`config.mk`:
```
export PLATFORM = sky130hd
export DESIGN_NAME = rlsg_ctrl_flat
export DESIGN_NICKNAME = d
export VERILOG_FILES = /design/src/rtl/core/rlsg_pkg.sv /design/src/rtl/core/rlsg_req_if.sv /design/src/rtl/core/rlsg_ctrl.sv /design/src/flat_wrapper.sv
export SDC_FILE = /design/constraint.sdc
export NUM_CORES = 1
export LEC_CHECK = 0
export ABC_CLOCK_PERIOD_IN_PS = 1940
export BUFFER_PORTS_ARGS = -buffer_cell sky130_fd_sc_hd__buf_2
export CAP_MARGIN = 15
export CORE_AREA = 2 2 39 41
export DETAILED_ROUTE_END_ITERATION = 7
export DIE_AREA = 0 0 41 43
export GPL_TIMING_DRIVEN = 0
export PLACE_DENSITY = 0.3
export SYNTH_ARGS = -nofsm -noshare
export SYNTH_HDL_FRONTEND = slang
export SYNTH_SLANG_ARGS = --single-unit
```
`constraint.sdc`:
```
create_clock -name clock -period 1.94 [get_ports clock]
set_input_delay 0.388 -clock clock [delete_from_list [all_inputs] [get_ports clock]]
set_output_delay 0.388 -clock clock [all_outputs]
set_load 0.02 [all_outputs]
```
`src/rtl/core/rlsg_pkg.sv`:
```
`timescale 1ns / 1ps

package rlsg_pkg;

   // Strip and hue geometry
   localparam int MAX_LEDS    = 64;
   localparam int HUE_W       = 11;
   localparam int COLOR_W     = 8;
   localparam int LED_INDEX_W = 6;
   localparam int COUNT_W     = 7;
   localparam int STEP_W      = 8;

   localparam logic [HUE_W-1:0]   HUE_MOD   = HUE_W'(1536);
   localparam logic [COLOR_W-1:0] COLOR_MAX = COLOR_W'(255);

   // Register file port
   localparam int CSR_INDEX_W = 8;
   localparam int CSR_DATA_W  = 8;

   typedef enum logic [CSR_INDEX_W-1:0] {
      CSR_ENABLE         = 8'd0,
      CSR_LED_COUNT      = 8'd1,
      CSR_LED_HUE_STEP   = 8'd2,
      CSR_FRAME_HUE_STEP = 8'd3
   } csr_index_type;

   // Wheel segments, one per 256 hue codes
   typedef enum logic [2:0] {
      SEG_RED_UP_GREEN   = 3'd0,
      SEG_RED_DOWN       = 3'd1,
      SEG_BLUE_UP        = 3'd2,
      SEG_GREEN_DOWN     = 3'd3,
      SEG_RED_UP_BLUE    = 3'd4,
      SEG_BLUE_DOWN      = 3'd5
   } wheel_seg_type;

   typedef enum logic {
      ST_IDLE,
      ST_RUN
   } ctrl_state_type;

   typedef struct packed {
      logic start;      // load the first LED hue from the frame hue
      logic emit;       // load one pixel into the output register
      logic frame_adv;  // advance the frame hue
   } ctrl_cmd_type;

   typedef struct packed {
      logic enabled;
      logic count_zero;
      logic slot_free;
      logic last_pixel;
   } dp_status_type;

endpackage

```
`src/rtl/core/rlsg_req_if.sv`:
```
`timescale 1ns / 1ps

interface rlsg_req_if;
   logic valid;
   logic ready;
   logic frame_tick;

   modport source (output valid, output frame_tick, input ready);
   modport sink   (input valid, input frame_tick, output ready);
endinterface

```
`src/rtl/core/rlsg_ctrl.sv`:
```
`timescale 1ns / 1ps

module rlsg_ctrl import rlsg_pkg::*; (
   input  logic          clock,
   input  logic          reset,
   rlsg_req_if.sink      req_ch,
   input  dp_status_type status,
   output ctrl_cmd_type  cmd
);

   ctrl_state_type state_ff, state_in;
   logic           req_ready;

   always_ff @(posedge clock) begin
      if (reset) begin
         state_ff <= ST_IDLE;
      end else begin
         state_ff <= state_in;
      end
   end

   always_comb begin
      state_in  = state_ff;
      cmd       = '0;
      req_ready = 1'b0;
      unique case (state_ff)
         ST_IDLE: begin
            req_ready = 1'b1;
            if (req_ch.valid && req_ch.frame_tick && status.enabled) begin
               if (status.count_zero) begin
                  cmd.frame_adv = 1'b1;
               end else begin
                  cmd.start = 1'b1;
                  state_in  = ST_RUN;
               end
            end
         end
         ST_RUN: begin
            // emit whenever the output register is free or draining
            if (status.slot_free) begin
               cmd.emit = 1'b1;
               if (status.last_pixel) begin
                  cmd.frame_adv = 1'b1;
                  state_in      = ST_IDLE;
               end
            end
         end
         default: begin
            state_in = ST_IDLE;
         end
      endcase
   end

   assign req_ch.ready = req_ready;

endmodule

```
`src/flat_wrapper.sv`:
```
// flat-port wrapper written by rule: the top's interface ports become plain ports
module rlsg_ctrl_flat import rlsg_pkg::*;
  (clock, reset, status, cmd, req_ch_valid, req_ch_frame_tick, req_ch_ready);
  rlsg_req_if req_ch_i ();
  input  logic clock;
  input  logic reset;
  input  dp_status_type status;
  output ctrl_cmd_type cmd;
  input wire logic [$bits(req_ch_i.valid)-1:0] req_ch_valid;
  input wire logic [$bits(req_ch_i.frame_tick)-1:0] req_ch_frame_tick;
  output wire logic [$bits(req_ch_i.ready)-1:0] req_ch_ready;
  assign req_ch_i.valid = req_ch_valid;
  assign req_ch_i.frame_tick = req_ch_frame_tick;
  assign req_ch_ready = req_ch_i.ready;
  rlsg_ctrl u_core (.clock(clock), .reset(reset), .req_ch(req_ch_i), .status(status), .cmd(cmd));
endmodule
```
Word level (Yosys, flattened, before mapping)
Index checks and enable logic that the tools add are counted.
- mux-type cells: 13
- bitwise gates (word level): 1
- reduce and logical (&&, ||, !) cells: 2
- operator list (operator ; count):
    1-bit 2-to-1 mux ; 10
    1-bit case mux with 2 select lines ; 2
    1-bit logical AND ; 2
    2-bit 2-to-1 mux ; 1
    1-bit inverter ; 1
- bits in registers: 1
- bits of input ports: 8
- output and inout bits: 4
- logic and storage cells: 17

Logic depth before layout (Yosys ltp)
- word-level depth: 4
- depth in mapped cells: 2
- gate-level depth less buffers: 2

Least setup slack after synthesis
No wires, ideal clock.
- kind: input-to-output
- start: input port status[3] in the netlist's numbering
- end: output port cmd[2] in the netlist's numbering
- data arrival time: 954 ps
- required time: 1552 ps
- slack: 598 ps
- stages on the path: 2
- buffers on the path: 0
- path through: nand3_1 -> nor3_1
- RTL lines (what ; line ; text):
    from (decl) ; flat_wrapper.sv:7 ; input dp_status_type status;
    to (decl) ; flat_wrapper.sv:8 ; output ctrl_cmd_type cmd;

==> impl_metrics.ini <==
[outcome]
status = complete, no violations

[floorplan]
rows = 14
coreArea_mm2 = 0.00138
fp.dieW_um = 41
die-height_um = 43
start_util_pct = 5.61
dieArea_mm2 = 0.00176
ios = 12

[drt]
ant_nets = 0
wl_met2_um = 55
highest_layer = met3
wl_per_cell_um = 8.11
wl_met1_um = 146
drtIter0Drc = 2
vias_per_cell = 3.16
route.vias.total = 117
drcViolationCount = 0
dr.pass1.iters = 3
routed-wl-met3_um = 99
drt_wl_total_um = 300

[global_route]
grt_pass1_vias = 96
grt.total_usage_pct = 3.50
antenna_found_initial = 0
grt_first_pass_wirelength_um = 448
grt_max_degree = 7
grt-ovfl-total = 0

[yosys]
synth_area_um2 = 77.6
synth-simple-area-share_pct = 46.8
syn_avg_cell_area_um2 = 7.76
synthFlopType = dfxtp_1
yosysWarnings = 0
synth_edf_count = 0
synth_top_family_by_area = simple AND/OR/NAND/NOR gates
synthAdderAreaFrac_pct = 0
seq_area_frac_synth_pct = 25.8
synth_top_area_share_pct = 25.8
syn_nets = 18
ys_ff_latch = 1
syn_inst = 10
synthMuxAreaShare_pct = 0
synth_cell_type_count = 10
synth-xor-area-share_pct = 0
synth_compound_area_share_pct = 22.6
synthArstFlopShare_pct = 0
synth_area_leader_cell = dfxtp_1
synthTopCellsByArea = dfxtp_1 (26%), o2bb2ai_1 (11%), o32ai_1 (11%)

[placed_design]
io_buffers = 11
dpl.hpwl_um = 291
gp_congestion = 0.587
dp.cells = 37

[setup_path]
cp_slowest_cell = buf_2
criticalPathCategory = in2out
critPathArrivalTime_ps = 960
path_buf_inv = 2
worst-path-max-fanout = 3
crit_path_end_kind = output port
critical_path.top_delay_family = simple AND/OR/NAND/NOR gates
crit_top_cell = buf_2
cp_cell_sequence = buf_2, nand3_1, nor3_1, buf_2
cpPeakStageDelay_ps = 190
worst-path-stages = 4
cp-start-kind = primary input
reg2reg_depth = 2
crit_required_ps = 1550

[layout]
drive_gt1_share_pct = 57.1
regMostFlops = u_core.state_ff
reg_top3 = u_core.state_ff x1
nets = 31
num_antenna_cells = 0
largest_reg_flops = 1
syn2layout_area_growth_pct = 96.8
final_cells = 37

[clocking]
post_cts_buffers = 0
clkTransAtPathRegs_ps = 0
insertion_delay_ps = 0
hold_buffers = 0
cts-resized-gates = 0

[timing]
finalHoldViolations = 0
timing.fmax_mhz = 743
min_period_ps = 1350
slew_violations = 0
setup_viol = 0
timing.slew.headroom_pct = 86.0
finalCritPeriodShare_pct = 69.3
worstMarginPinSlew_ps = 209
fin_skew_ps = 0
rsz0062_at_grt = no
fin_setup_tns_ps = 0

[power_and_ir_drop]
vdd_drop_max_v = 0.0000983
power_density_mw_per_mm2 = 271
power.leakage_uw = 0.0000717

[job]
maxCapViolCount = 0

[hold_path]
worstHoldPathType = reg2reg
whs_path_depth = 2
metal layers:
metal / vias to the layer above / global-route usage, %
met1: 45 / 6.98
met4: 0 / 0
met2: 12 / 2.81
met3: 0 / 2.09
met5: - / 0
li1: 60 / -
worst reg2reg max path: stages, from the launching register on:
cell and delay, ps:
dfxtp_1 320, or3_1 350, o32ai_1 120
cells in the final DEF, fill, tap and decap left out, drive strengths merged:
cell type / n
and2: 2
buf: 11
dfxtp: 1
inv: 1
nand2b: 1
nand3: 1
nor3: 1
o2bb2ai: 1
o32ai: 1
or3: 1
kinds of logic after synthesis:
kind of cell	count (synthesis)
AOI/OAI and AO/OA	2
buffers and inverters	1
DFF	1
and+or+nand+nor	6
power breakdown:
| part | internal [µW] | switching, µW |
|---|---|---|
| Combinational | 9.50 | 9.47 |
| Sequential | 21.7 | 0.711 |
| Clock | 0 | 0 |
final cells by class:
class / instances / area, µm²
fill: 157 / 1230
timing repair buffer: 11 / 55.1
multi-input combinational: 8 / 53.8
sequential: 1 / 20.0
tap: 16 / 20.0
inverter: 1 / 3.75
per-stage QoR:
| step | hold WS, ps | power [µW] | area, µm² | setup slack [ps] | utilization (%) |
|---|---|---|---|---|---|
| CTS | 542 | 41.4 | 153 | 589 | 11.0 |
| floorplan | 503 | 30.5 | 77.6 | 598 | - |
| finish | 540 | 41.3 | 153 | 595 | 11.0 |
| global placement | 542 | 40.9 | 153 | 645 | 11.0 |
| detailed placement | 542 | 41.4 | 153 | 595 | 11.0 |
| global route | 592 | 43.5 | 153 | 552 | 11.0 |
path summary, 6_finish.rpt:
path	startpoint	endpoint	slack (ps)
max	status[3]	cmd[2]	590
max reg2reg	u_core.state_ff	u_core.state_ff	1050
min	u_core.state_ff	u_core.state_ff	540
min reg2reg	u_core.state_ff	u_core.state_ff	540
No activity file was read; power rests on OpenSTA's default activity.
